$ cat src/vfhcds_pkg.sv
// ----------------------------------------------------------------------------
// vfhcds_pkg: shared definitions for the candidate direction search
// Field widths, register indexes, reset values, candidate kinds and the
// event queue entry type.
// ----------------------------------------------------------------------------
package vfhcds_pkg;

  localparam int MAX_SECTORS_DEF = 256;

  localparam int TARGET_W   = 8;
  localparam int ANGLE_W    = 24;
  localparam int KIND_W     = 2;
  localparam int COUNT_W    = 9;
  localparam int AMIN_W     = 18;
  localparam int SANGLE_W   = 15;
  localparam int WLIMIT_W   = 9;
  localparam int CFG_IDX_W  = 2;
  localparam int CFG_DATA_W = 18;

  localparam logic [CFG_IDX_W-1:0] REG_SECTOR_COUNT = 2'd0;
  localparam logic [CFG_IDX_W-1:0] REG_ANGLE_MIN    = 2'd1;
  localparam logic [CFG_IDX_W-1:0] REG_SECTOR_ANGLE = 2'd2;
  localparam logic [CFG_IDX_W-1:0] REG_WIDE_LIMIT   = 2'd3;

  localparam logic [COUNT_W-1:0]         SECTOR_COUNT_RST = 9'd72;
  localparam logic signed [AMIN_W-1:0]   ANGLE_MIN_RST    = -18'sd46080;
  localparam logic [SANGLE_W-1:0]        SECTOR_ANGLE_RST = 15'd1280;
  localparam logic [WLIMIT_W-1:0]        WIDE_LIMIT_RST   = 9'd4;

  typedef enum logic [KIND_W-1:0] {
    KIND_CENTRE = 2'd0,
    KIND_RIGHT  = 2'd1,
    KIND_LEFT   = 2'd2,
    KIND_TARGET = 2'd3
  } kind_t;

  localparam int EVQ_DEPTH = 4;
  localparam int EVQ_AW    = 2;

  typedef struct packed {
    logic signed [ANGLE_W-1:0] ang0;
    logic signed [ANGLE_W-1:0] ang1;
    logic signed [ANGLE_W-1:0] ang2;
    logic                      narrow;
    logic                      with_target;
    logic                      eoh;
  } evq_entry_t;

endpackage

$ cat src/vfhcds_if.sv
// ----------------------------------------------------------------------------
// vfhcds_if: valid/ready channels of the candidate direction search
// Histogram input channel, candidate output channel and register write port.
// ----------------------------------------------------------------------------
interface vfh_in_if
  import vfhcds_pkg::*;
();
  logic                valid;
  logic                ready;
  logic                blocked;
  logic [TARGET_W-1:0] goal_sector;

  modport source (output valid, blocked, goal_sector, input ready);
  modport sink   (input valid, blocked, goal_sector, output ready);
endinterface

interface vfh_out_if
  import vfhcds_pkg::*;
();
  logic                      valid;
  logic                      ready;
  logic signed [ANGLE_W-1:0] angle;
  logic [KIND_W-1:0]         kind;
  logic                      last_of_opening;
  logic                      end_of_histogram;

  modport source (output valid, angle, kind, last_of_opening, end_of_histogram,
                  input ready);
  modport sink   (input valid, angle, kind, last_of_opening, end_of_histogram,
                  output ready);
endinterface

interface vfh_cfg_if
  import vfhcds_pkg::*;
();
  logic                  valid;
  logic                  ready;
  logic [CFG_IDX_W-1:0]  index;
  logic [CFG_DATA_W-1:0] data;

  modport source (output valid, index, data, input ready);
  modport sink   (input valid, index, data, output ready);
endinterface

$ cat src/vfh_candidate_direction_search_top.sv
// ----------------------------------------------------------------------------
// vfh_candidate_direction_search_top: VFH+ candidate steering directions
// Streams histogram sector bits and emits candidate angles per free opening.
// ----------------------------------------------------------------------------
// The block takes one histogram sector bit per cycle while input ready is high.
// When an opening closes, its candidates (one centre, or right edge, left edge and
// optionally target) leave one per cycle while output ready is high. Each closed
// opening passes a three-stage datapath (sector selection, multiplication, offset
// and saturation) into a four-entry event queue; input ready drops only while
// four openings are in flight and not fully delivered.
// Registers may be written only while no transaction is pending.
module vfh_candidate_direction_search_top
  import vfhcds_pkg::*;
#(
  parameter int MAX_SECTORS = MAX_SECTORS_DEF
) (
  input  logic      clk,
  input  logic      rst_n,
  vfh_in_if.sink    in_ch,
  vfh_out_if.source out_ch,
  vfh_cfg_if.sink   cfg_ch
);

  localparam int IW = $clog2(MAX_SECTORS);
  localparam int CW = ((IW > COUNT_W) ? IW : COUNT_W) + 1;
  localparam int PW = CW + SANGLE_W;
  localparam int AW = ((PW + 2) > (ANGLE_W + 1)) ? (PW + 2) : (ANGLE_W + 1);

  localparam logic [CW-1:0] MAX_C = CW'(MAX_SECTORS);
  localparam logic signed [AW-1:0] ANG_MAX = {{(AW-ANGLE_W+1){1'b0}}, {(ANGLE_W-1){1'b1}}};
  localparam logic signed [AW-1:0] ANG_MIN = {{(AW-ANGLE_W+1){1'b1}}, {(ANGLE_W-1){1'b0}}};

  // Configuration registers.
  logic [COUNT_W-1:0]       sector_count_r;
  logic signed [AMIN_W-1:0] angle_min_r;
  logic [SANGLE_W-1:0]      sector_angle_r;
  logic [WLIMIT_W-1:0]      wide_limit_r;

  assign cfg_ch.ready = 1'b1;

  always_ff @(posedge clk) begin
    if (!rst_n) begin
      sector_count_r <= SECTOR_COUNT_RST;
      angle_min_r    <= ANGLE_MIN_RST;
      sector_angle_r <= SECTOR_ANGLE_RST;
      wide_limit_r   <= WIDE_LIMIT_RST;
    end else if (cfg_ch.valid) begin
      case (cfg_ch.index)
        REG_SECTOR_COUNT: sector_count_r <= cfg_ch.data[COUNT_W-1:0];
        REG_ANGLE_MIN:    angle_min_r    <= $signed(cfg_ch.data[AMIN_W-1:0]);
        REG_SECTOR_ANGLE: sector_angle_r <= cfg_ch.data[SANGLE_W-1:0];
        REG_WIDE_LIMIT:   wide_limit_r   <= cfg_ch.data[WLIMIT_W-1:0];
        default: begin
        end
      endcase
    end
  end

  logic [CW-1:0] sc_ext;
  logic [CW-1:0] count;
  logic [CW-1:0] count_m1;

  always_comb begin
    sc_ext = CW'(sector_count_r);
    if (sc_ext == '0) begin
      count = CW'(1);
    end else if (sc_ext > MAX_C) begin
      count = MAX_C;
    end else begin
      count = sc_ext;
    end
    count_m1 = count - CW'(1);
  end

  // Sector tracking at the input.
  logic [IW-1:0] sector_index_r, sector_index_nxt;
  logic [IW-1:0] opening_start_r, opening_start_nxt;
  logic          in_opening_r, in_opening_nxt;
  logic [2:0]    occ_r, occ_nxt;

  logic          acc;
  logic          final_sector;
  logic          ev;
  logic [IW-1:0] ev_kr;
  logic [IW-1:0] ev_kl;
  logic          ev_eoh;

  assign in_ch.ready = (occ_r != 3'(EVQ_DEPTH));
  assign acc = in_ch.valid && in_ch.ready;

  always_comb begin
    final_sector      = (CW'(sector_index_r) >= count_m1);
    ev                = 1'b0;
    ev_kr             = opening_start_r;
    ev_kl             = sector_index_r;
    ev_eoh            = 1'b0;
    opening_start_nxt = opening_start_r;
    in_opening_nxt    = in_opening_r;
    if (in_ch.blocked) begin
      ev             = in_opening_r && (sector_index_r > opening_start_r);
      ev_kl          = sector_index_r - IW'(1);
      in_opening_nxt = 1'b0;
    end else begin
      if (!in_opening_r) begin
        opening_start_nxt = sector_index_r;
        ev_kr             = sector_index_r;
      end
      ev             = final_sector;
      ev_eoh         = 1'b1;
      in_opening_nxt = 1'b1;
    end
    if (final_sector) begin
      sector_index_nxt = '0;
      in_opening_nxt   = 1'b0;
    end else begin
      sector_index_nxt = sector_index_r + IW'(1);
    end
  end

  // Stage 1: closed opening.
  logic                s1_valid_r;
  logic [IW-1:0]       s1_kr_r;
  logic [IW-1:0]       s1_kl_r;
  logic [TARGET_W-1:0] s1_target_r;
  logic                s1_eoh_r;

  always_ff @(posedge clk) begin
    if (!rst_n) begin
      sector_index_r  <= '0;
      opening_start_r <= '0;
      in_opening_r    <= 1'b0;
      s1_valid_r      <= 1'b0;
    end else begin
      s1_valid_r <= acc && ev;
      if (acc) begin
        sector_index_r  <= sector_index_nxt;
        opening_start_r <= opening_start_nxt;
        in_opening_r    <= in_opening_nxt;
      end
    end
  end

  always_ff @(posedge clk) begin
    s1_kr_r     <= ev_kr;
    s1_kl_r     <= ev_kl;
    s1_target_r <= in_ch.goal_sector;
    s1_eoh_r    <= ev_eoh;
  end

  // Stage 2: sector selection.
  logic [CW-1:0] krc, klc, tc, half, width, crs, cr, cl, m0;
  logic          narrow, with_target;

  always_comb begin
    krc    = CW'(s1_kr_r);
    klc    = CW'(s1_kl_r);
    tc     = CW'(s1_target_r);
    half   = CW'(wide_limit_r[WLIMIT_W-1:1]);
    width  = klc - krc + CW'(1);
    narrow = (width <= CW'(wide_limit_r));
    crs    = krc + half;
    cr     = (crs > count_m1) ? count_m1 : crs;
    cl     = (klc > half) ? (klc - half) : '0;
    with_target = (tc >= cr) && (tc <= cl);
    m0     = narrow ? (krc + klc) : cr;
  end

  logic          s2_valid_r;
  logic [CW-1:0] s2_m0_r, s2_m1_r, s2_m2_r;
  logic          s2_narrow_r, s2_wt_r, s2_eoh_r;

  always_ff @(posedge clk) begin
    s2_m0_r     <= m0;
    s2_m1_r     <= cl;
    s2_m2_r     <= tc;
    s2_narrow_r <= narrow;
    s2_wt_r     <= with_target;
    s2_eoh_r    <= s1_eoh_r;
  end

  // Stage 3: products.
  logic          s3_valid_r;
  logic [PW-1:0] s3_p0_r, s3_p1_r, s3_p2_r;
  logic          s3_narrow_r, s3_wt_r, s3_eoh_r;

  always_ff @(posedge clk) begin
    s3_p0_r     <= PW'(s2_m0_r) * PW'(sector_angle_r);
    s3_p1_r     <= PW'(s2_m1_r) * PW'(sector_angle_r);
    s3_p2_r     <= PW'(s2_m2_r) * PW'(sector_angle_r);
    s3_narrow_r <= s2_narrow_r;
    s3_wt_r     <= s2_wt_r;
    s3_eoh_r    <= s2_eoh_r;
  end

  always_ff @(posedge clk) begin
    if (!rst_n) begin
      s2_valid_r <= 1'b0;
      s3_valid_r <= 1'b0;
    end else begin
      s2_valid_r <= s1_valid_r;
      s3_valid_r <= s2_valid_r;
    end
  end

  // Stage 4: offset, saturation and queue write.
  logic signed [AW-1:0]      amin_ext;
  logic signed [AW-1:0]      sum0, sum1, sum2;
  logic [PW-1:0]             p0_sel;
  logic signed [ANGLE_W-1:0] sat0, sat1, sat2;

  always_comb begin
    amin_ext = AW'(angle_min_r);
    p0_sel   = s3_narrow_r ? (s3_p0_r >> 1) : s3_p0_r;
    sum0     = amin_ext + $signed({{(AW-PW){1'b0}}, p0_sel});
    sum1     = amin_ext + $signed({{(AW-PW){1'b0}}, s3_p1_r});
    sum2     = amin_ext + $signed({{(AW-PW){1'b0}}, s3_p2_r});
    sat0 = (sum0 > ANG_MAX) ? ANG_MAX[ANGLE_W-1:0] :
           (sum0 < ANG_MIN) ? ANG_MIN[ANGLE_W-1:0] : sum0[ANGLE_W-1:0];
    sat1 = (sum1 > ANG_MAX) ? ANG_MAX[ANGLE_W-1:0] :
           (sum1 < ANG_MIN) ? ANG_MIN[ANGLE_W-1:0] : sum1[ANGLE_W-1:0];
    sat2 = (sum2 > ANG_MAX) ? ANG_MAX[ANGLE_W-1:0] :
           (sum2 < ANG_MIN) ? ANG_MIN[ANGLE_W-1:0] : sum2[ANGLE_W-1:0];
  end

  evq_entry_t        evq_r [EVQ_DEPTH];
  logic [EVQ_AW:0]   wr_ptr_r, rd_ptr_r;
  logic [1:0]        sub_r, sub_nxt;

  always_ff @(posedge clk) begin
    if (s3_valid_r) begin
      evq_r[wr_ptr_r[EVQ_AW-1:0]] <= '{ang0: sat0, ang1: sat1, ang2: sat2,
                                        narrow: s3_narrow_r,
                                        with_target: s3_wt_r,
                                        eoh: s3_eoh_r};
    end
  end

  // Candidate serializer.
  evq_entry_t head;
  logic       pop;
  logic       head_last;

  always_comb begin
    head = evq_r[rd_ptr_r[EVQ_AW-1:0]];
    head_last = head.narrow || (sub_r == 2'd2) || ((sub_r == 2'd1) && !head.with_target);
    out_ch.valid = (wr_ptr_r != rd_ptr_r);
    out_ch.end_of_histogram = head.eoh;
    out_ch.last_of_opening  = head_last;
    if (head.narrow) begin
      out_ch.angle = head.ang0;
      out_ch.kind  = KIND_CENTRE;
    end else begin
      case (sub_r)
        2'd0: begin
          out_ch.angle = head.ang0;
          out_ch.kind  = KIND_RIGHT;
        end
        2'd1: begin
          out_ch.angle = head.ang1;
          out_ch.kind  = KIND_LEFT;
        end
        default: begin
          out_ch.angle = head.ang2;
          out_ch.kind  = KIND_TARGET;
        end
      endcase
    end
  end

  assign pop = out_ch.valid && out_ch.ready;

  always_comb begin
    sub_nxt = sub_r;
    if (pop) begin
      sub_nxt = head_last ? 2'd0 : (sub_r + 2'd1);
    end
    occ_nxt = occ_r + 3'((acc && ev) ? 1 : 0) - 3'((pop && head_last) ? 1 : 0);
  end

  always_ff @(posedge clk) begin
    if (!rst_n) begin
      wr_ptr_r <= '0;
      rd_ptr_r <= '0;
      sub_r    <= 2'd0;
      occ_r    <= 3'd0;
    end else begin
      if (s3_valid_r) begin
        wr_ptr_r <= wr_ptr_r + (EVQ_AW+1)'(1);
      end
      if (pop && head_last) begin
        rd_ptr_r <= rd_ptr_r + (EVQ_AW+1)'(1);
      end
      sub_r <= sub_nxt;
      occ_r <= occ_nxt;
    end
  end

endmodule

$ cat src/flat_wrapper.sv
// flat-port wrapper written by rule: the top's interface ports become plain ports
module vfh_candidate_direction_search_top_flat import vfhcds_pkg::*;
#(
  parameter int MAX_SECTORS = MAX_SECTORS_DEF
)
  (clk, rst_n, in_ch_valid, in_ch_blocked, in_ch_goal_sector, in_ch_ready, out_ch_valid, out_ch_angle, out_ch_kind, out_ch_last_of_opening, out_ch_end_of_histogram, out_ch_ready, cfg_ch_valid, cfg_ch_index, cfg_ch_data, cfg_ch_ready);
  vfh_in_if in_ch_i ();
  vfh_out_if out_ch_i ();
  vfh_cfg_if cfg_ch_i ();
  input  logic clk;
  input  logic rst_n;
  input wire logic [$bits(in_ch_i.valid)-1:0] in_ch_valid;
  input wire logic [$bits(in_ch_i.blocked)-1:0] in_ch_blocked;
  input wire logic [$bits(in_ch_i.goal_sector)-1:0] in_ch_goal_sector;
  output wire logic [$bits(in_ch_i.ready)-1:0] in_ch_ready;
  output wire logic [$bits(out_ch_i.valid)-1:0] out_ch_valid;
  output wire logic [$bits(out_ch_i.angle)-1:0] out_ch_angle;
  output wire logic [$bits(out_ch_i.kind)-1:0] out_ch_kind;
  output wire logic [$bits(out_ch_i.last_of_opening)-1:0] out_ch_last_of_opening;
  output wire logic [$bits(out_ch_i.end_of_histogram)-1:0] out_ch_end_of_histogram;
  input wire logic [$bits(out_ch_i.ready)-1:0] out_ch_ready;
  input wire logic [$bits(cfg_ch_i.valid)-1:0] cfg_ch_valid;
  input wire logic [$bits(cfg_ch_i.index)-1:0] cfg_ch_index;
  input wire logic [$bits(cfg_ch_i.data)-1:0] cfg_ch_data;
  output wire logic [$bits(cfg_ch_i.ready)-1:0] cfg_ch_ready;
  assign in_ch_i.valid = in_ch_valid;
  assign in_ch_i.blocked = in_ch_blocked;
  assign in_ch_i.goal_sector = in_ch_goal_sector;
  assign in_ch_ready = in_ch_i.ready;
  assign out_ch_valid = out_ch_i.valid;
  assign out_ch_angle = out_ch_i.angle;
  assign out_ch_kind = out_ch_i.kind;
  assign out_ch_last_of_opening = out_ch_i.last_of_opening;
  assign out_ch_end_of_histogram = out_ch_i.end_of_histogram;
  assign out_ch_i.ready = out_ch_ready;
  assign cfg_ch_i.valid = cfg_ch_valid;
  assign cfg_ch_i.index = cfg_ch_index;
  assign cfg_ch_i.data = cfg_ch_data;
  assign cfg_ch_ready = cfg_ch_i.ready;
  vfh_candidate_direction_search_top #(.MAX_SECTORS(MAX_SECTORS)) u_core (.clk(clk), .rst_n(rst_n), .in_ch(in_ch_i), .out_ch(out_ch_i), .cfg_ch(cfg_ch_i));
endmodule
$ cat config.mk
export PLATFORM = sky130hd
export DESIGN_NAME = vfh_candidate_direction_search_top_flat
export DESIGN_NICKNAME = d
export VERILOG_FILES = /design/src/vfhcds_pkg.sv /design/src/vfhcds_if.sv /design/src/vfh_candidate_direction_search_top.sv /design/src/flat_wrapper.sv
export SDC_FILE = /design/constraint.sdc
export NUM_CORES = 2
export LEC_CHECK = 0
export ABC_CLOCK_PERIOD_IN_PS = 5530
export BUFFER_PORTS_ARGS = -buffer_cell sky130_fd_sc_hd__clkbuf_2
export CORE_UTILIZATION = 40
export CTS_BUF_LIST = sky130_fd_sc_hd__clkbuf_2
export CTS_CLUSTER_DIAMETER = 120
export DETAILED_ROUTE_END_ITERATION = 6
export PLACE_DENSITY_LB_ADDON = 0.1
export SLEW_MARGIN = 20
export SYNTH_ARGS = -nofsm -noshare
export SYNTH_HDL_FRONTEND = slang
export SYNTH_SLANG_ARGS = --single-unit
$ cat constraint.sdc
create_clock -name clk -period 5.53 [get_ports clk]
set_input_delay 0.2765 -clock clk [delete_from_list [all_inputs] [get_ports clk]]
set_output_delay 0.2765 -clock clk [all_outputs]
set_load 0.1 [all_outputs]
== Word level (Yosys, flattened, before mapping) ==
Memory sizes are Yosys's and may differ from the RTL's. A register that Yosys moved wholly into a read port is not among the register bits.
Index checks and enable logic that the tools add are counted.
Widths: inputs -> output; s select.
Cells by class
  equal/unequal tests: 7
  $lt $le $gt $ge: 14
  mux-type cells: 30
  multipliers: 3
  add/subtract/negate cells: 16
  reductions and logical operators: 17
Operator list (count)
  $mux 24: 7
  $add 18x26->27: 3
  $gt 27x24->1 const B: 3
  $lt 27x24->1 const B: 3
  $mul 10x15->25: 2
  $pmux 24 s2: 1
  $mux 10: 4
  $mux 8: 4
  $mux 25: 1
  $mul 8x15->23: 1
  $ge 8x10->1: 2
  $add 8x8->9: 2
  $sub 8x8->9: 2
  $gt 8x8->1: 2
  $add 10x1->10 const B: 1
  $gt 10x10->1: 1
  $le 10x9->1: 1
  $le 8x10->1: 1
  $sub 10x1->10 const B: 1
  $gt 9x9->1 const B: 1
  $logic_not 9->1: 1
  $mux 9: 1
  $add 8x1->8 const B: 1
  $mux 2: 4
  16 further kinds: 37
Word-level totals
  output and inout port bits: 31
  memories: 1
  bits in writable memories: 300
  bits in registers: 216
  logic and storage cells: 118
Memory list
  u_core.evq_r: depth 4, width 75, read ports 1, clocked after memory_dff 1, write ports 1, line vfh_candidate_direction_search_top.sv:225  | evq_entry_t evq_r [EVQ_DEPTH];

== Depth between registers and ports, before layout ==
  word-level depth: 10
  gate-level depth with buffers: 30

== Worst setup path after synthesis ==
OpenSTA, ideal clock, no wires.
  kind: reg-to-reg
  start point: reg u_core.sector_angle_r[7]
  end point: reg u_core.s3_p1_r[23]
  clock period less this slack: 5.614 ns
  buffers on the path: 2
  required time: 5.409 ns
  library setup time: 0.121 ns
  arrival time: 5.493 ns
  slack: -0.084 ns
  cell stages (with the launch flop): 21
  cells stage by stage: dfxtp_1 -> clkbuf_1 -> clkbuf_1 -> nand2_1 -> fa_1 -> fa_1 -> fa_1 -> fa_1 -> inv_1 -> fa_1 -> ha_1 -> o21ai_0 -> a21oi_1 -> o41a_1 -> a2111oi_0 -> o31a_1 -> a2111oi_0 -> o21a_1 -> o21ai_0 -> mux2i_1 -> nand2_1
Between the ends
  word-level cells in the longest chain between the ends: 1
Ends and longest elaborated chain
  start: declaration: line vfh_candidate_direction_search_top.sv:36  | logic [SANGLE_W-1:0] sector_angle_r;
  start signal: assignment: line vfh_candidate_direction_search_top.sv:51  | REG_SECTOR_ANGLE: sector_angle_r <= cfg_ch.data[SANGLE_W-1:0];
  $mul 10x15->25: line vfh_candidate_direction_search_top.sv:188  | s3_p1_r <= PW'(s2_m1_r) * PW'(sector_angle_r);
  end signal: assignment: line vfh_candidate_direction_search_top.sv:188
  end: declaration: line vfh_candidate_direction_search_top.sv:183  | logic [PW-1:0] s3_p0_r, s3_p1_r, s3_p2_r;
No other way between the ends.
A chain may end at the register's enable or synchronous reset.

== Worst setup path in the final report ==
  start point: reg u_core.s2_m0_r[8]
  end point: reg u_core.s3_p0_r[21]
Between the ends
  word-level cells in the longest chain between the ends: 1
Ends and longest elaborated chain
  start: declaration: line vfh_candidate_direction_search_top.sv:169  | logic [CW-1:0] s2_m0_r, s2_m1_r, s2_m2_r;
  start signal: assignment: line vfh_candidate_direction_search_top.sv:173  | s2_m0_r <= m0;
  $mul 10x15->25: line vfh_candidate_direction_search_top.sv:187  | s3_p0_r <= PW'(s2_m0_r) * PW'(sector_angle_r);
  end signal: assignment: line vfh_candidate_direction_search_top.sv:187
  end: declaration: line vfh_candidate_direction_search_top.sv:183
No other way between the ends.

==> run summary <==
## Floorplanning
• number of I/O pins: 65
• number of placement rows: 112
• Chip Height: 310 um
• horizontal extent of the die: 310 um
• area inside the core boundary: 0.0937 sq mm
• Die ar.: 0.0963 sq mm
• Starting Density: 40.6%

## Yosys
• synthesized area per cell: 10.8 sq um
• simple logic cell fraction of the synthesized area: 13.0%
• flip-flop and latch count after synthesis: 515
• main combinational cell family by area after synthesis: adder cells
• FFs w/ async S/R, synth: 0%
• Warnings, synthesis: 0
• portion of the post-synthesis area used by sequential elements: 35.0%
• EDFF count, synth: 300
• gate count after technology mapping: 3,533
• post-synthesis adder-cell area fraction: 26.4%
• most common flop cell mapped by yosys: edfxtp_1
• Synth Area in Compound Gates: 10.7%
• Mapped Nets: 4,194
• synth unique cells: 91
• xor and xnor area share after synthesis: 3.80%
• portion of netlist area occupied by mux cells: 5.98%
• area of the mapped netlist: 0.0380 sq mm

## Setup path
• reg2reg path depth: 18
• Critical Path AT: 6.60 ns
• family with the most delay on the worst path: adder cells
• worst-path maximum fanout: 6
• R2R Path End: u_core.s3_p0_r[21]
• worst stage delay on the critical path: 0.57 ns
• critical path capture point type: register
• slowest cell on the critical path: fa_1
• chain of cells forming the critical path: buf_4 > nand2_1 > fa_1 > inv_1 > fa_1 > fa_1 > fa_1 > fa_1 > ha_1 > a21oi_1 > nor2b_1 > o21ai_0 > nand2b_1 > or3_1 > or2_2 > a31o_2 > a21oi_1 > xnor2_1
• Most common cell on crit path: fa_1
• crit path launch type: register
• category of the critical setup timing path: register to register
• R2R Setup Slk: 0.18 ns
• required time at the worst-slack endpoint: 6.78 ns
• Reg2Reg Launch Point: u_core.s2_m0_r[8]
• number of buffers and inverters on the critical path: 2

## Finish
• number of nets in the finished design: 4,525
• final cell count without fillers: 5,232
• most common cell after layout, fill and taps aside: inv_1
• layout overhead on the synthesized area: 13.5%
• filler instances: 9,008
• commonest cells after routing, fill and taps aside: inv_1, ha_1, nand2_1
• final instance area: 0.0432 sq mm
• layout cells sized above 1: 17.2%

## Global routing
• met1 track demand over resource in global routing: 29.3%
• pin count of the biggest net entering global routing: 52
• global-route wire length before repair: 155 mm
• global-route track usage on met3: 3.52%
• remaining global-route overflow: 0
• antenna violations before repair: 5
• global-route total usage across every layer: 21.4%
• Most Crowded Layer GR: met2
• met2 usage: 34.6%
• via count of the first global-routing pass: 26,500

## Clock network
• total clock buffers created by CTS: 141
• Bufs on Longest Clock Path: 3
• sinks on the clock net: 515
• CTS tree: done
• H-tree depth: 4
• clock transition at the register clock pins on the worst setup and hold paths after CTS: 0.10 ns
• latest clock arrival within the worst-skew pair: 1.39 ns
• clk root buf: clkbuf_2

## Placed design
• number of buffers added on ports: 63
• placed instance count: 4,877
• sum of net half-perimeters after detailed placement: 77.6 mm
• final weighted congestion in routability-driven placement: 0.850
• dpl cell area: 0.0407 sq mm

## STA
• final max-slew violation count: 0
• hold violation count in the final report: 0
• Slew HR: 36.0%
• WHS: 0.175 ns
• # setup viols final: 0
• worst setup skew after layout: 0.101 ns
• max frequency: 0.187 GHz
• Setup TNS: 0 ns
• period utilisation layout: 96.7%
• minimum period implied by the final worst setup slack: 5.35 ns
• transition time at the pin with the least slew margin: 0.957 ns

## Worst hold path
• hold wc startpoint: cfg_ch_index[0]
• Hold Path Depth: 5
• HP Class: input port to register
• sink of the worst hold path: u_core.sector_angle_r[8]

## Flow run
• max cap viols: 0

## Route
• Vias: 26,300
• Vias per Instance: 5.03
• Post-route DRC: 0
• remaining antenna violation count after routing: 0
• Detailed Route WL: 102 mm
• drt initial violations: 1,485
• wire per inst: 19.4 um
• length of the first detailed-routing pass in iterations: 5

## Power and ir drop
• P per Cell Area: 328 mW/mm^2
• peak ir drop on the vdd network: 0.204 mV
• leakage power total: 18.8 nW
• power after layout: 14.2 mW

## Status
• status: finished, final reports clean

tightest hold or removal path: cells and delay by family:
| kind | cells | cell delay [ns] |
|---|---|---|
| buffers and inverters | 2 | 0.68 |
| AND/OR/NAND/NOR | 3 | 0.55 |
logic make-up (layout without fill, tap and decap cells):
| kind of cell | Yosys count | after routing |
|---|---|---|
| mux | 130 | 130 |
| other cells | 2 | 9 |
| buf+inv | 507 | 945 |
| simple gates | 973 | 973 |
| flops | 515 | 515 |
| fa+ha+maj | 628 | 628 |
| compound gates | 614 | 614 |
| xor+xnor | 164 | 164 |
state kept, by name, summed over array words and instances, names as in the netlist, 8 cells and up, named ones only:
signal	flops
u_core.evq_r	300
u_core.s3_p0_r	25
u_core.s3_p1_r	25
u_core.s3_p2_r	23
u_core.angle_min_r	18
u_core.sector_angle_r	15
u_core.s2_m0_r	10
u_core.s2_m1_r	9
u_core.sector_count_r	9
u_core.wide_limit_r	9
u_core.opening_start_r	8
u_core.s1_kl_r	8
u_core.s1_kr_r	8
u_core.s1_target_r	8
u_core.s2_m2_r	8
u_core.sector_index_r	8
cell usage after synthesis (all sizes together), types with 4 or more instances:
cell     number  area, sq um
nor2        113          424
a31o          7         61.3
o31a          5         43.8
fa          289         5790
a211oi       27          223
xnor2       107          945
o21bai       24          180
mux2         28          315
a21oi       142          763
a2111oi       4         35.0
a22oi        24          180
inv         360         1350
xor2         57          499
nand2       330         1240
o21a         31          233
and3         20          125
or3          11         73.8
and2        284         1780
o31ai        11          101
nand3b        4         30.0
nand2b       27          169
or2          17          106
o211ai        9         72.6
nand3        39          208
nor3b         5         37.5
clkbuf      124          469
nand4        17          106
edfxtp      300         9010
mux4         75         1690
a21o         63          473
a211o         6         52.6
a31oi         8         65.1
ha          338         4230
mux2i        27          270
o21ai       169          887
nor2b        47          294
dfxtp       215         4300
nor3         40          200
nor4          8         65.1
a21boi       52          390
buf          22          123
how the worst max path moves through the flow:
stage                             start                  to  slack (ns)  cells after the start
4_1_cts        u_core.sector_angle_r[3]  u_core.s3_p0_r[24]        0.01                     21
3_3_place_gp          u_core.s2_m0_r[5]  u_core.s3_p0_r[24]        0.05                     16
3_5_place_dp   u_core.sector_angle_r[6]  u_core.s3_p1_r[23]        0.01                     19
2_1_floorplan  u_core.sector_angle_r[7]  u_core.s3_p1_r[23]     -0.0009                     20
6_report              u_core.s2_m0_r[8]  u_core.s3_p0_r[21]        0.18                     18
5_1_grt               u_core.s2_m1_r[1]  u_core.s3_p1_r[23]       -0.02                     21
layer usage:
metal	wire, um	vias up	share of wire, %
li1	-	12900	-
met1	47800	12800	47
met2	47500	482	47
met3	3990	134	3.9
met4	2340	2	2.3
met5	13	-	0.013
metrics by stage:
step           util (%)  setup WS, ns
6_report           46.1         0.181
5_1_grt            46.1       -0.0211
4_1_cts            45.9        0.0140
3_5_place_dp       43.4        0.0148
3_3_place_gp       43.4        0.0471
2_1_floorplan         -     -0.000891
timing repair:
item                                   CTS  global route
buffers inserted                         0             1
cloned                                   0             0
resized for setup                        5            52
pin swaps                                0             8
endpoints found under the hold margin  109             0
hold buffers                            97             0
setup endpoints to repair                3             9
cell type report:
| cell class | count | area (sq um) | area share, % |
|---|---|---|---|
| Timing Repair Buffer | 334 | 2650 | 6.14 |
| Antenna cell | 7 | 17.5 | 0.0406 |
| Tap cell | 1254 | 1570 | 3.63 |
| Clock inverter | 51 | 290 | 0.672 |
| Sequential cell | 515 | 13400 | 30.9 |
| Multi-Input combinational cell | 2511 | 23000 | 53.2 |
| Clock buffer | 199 | 996 | 2.31 |
| Inverter | 361 | 1360 | 3.14 |
power by group:
part / switching (mW) / internal [mW] / total (mW) / leakage, nW
registers: 0.254 / 5.07 / 5.32 / 4.49
logic: 3.72 / 2.33 / 6.06 / 13.3
clock network: 1.70 / 1.08 / 2.78 / 0.978
total: 5.67 / 8.48 / 14.2 / 18.8
Power figures use the tool's default switching activity.
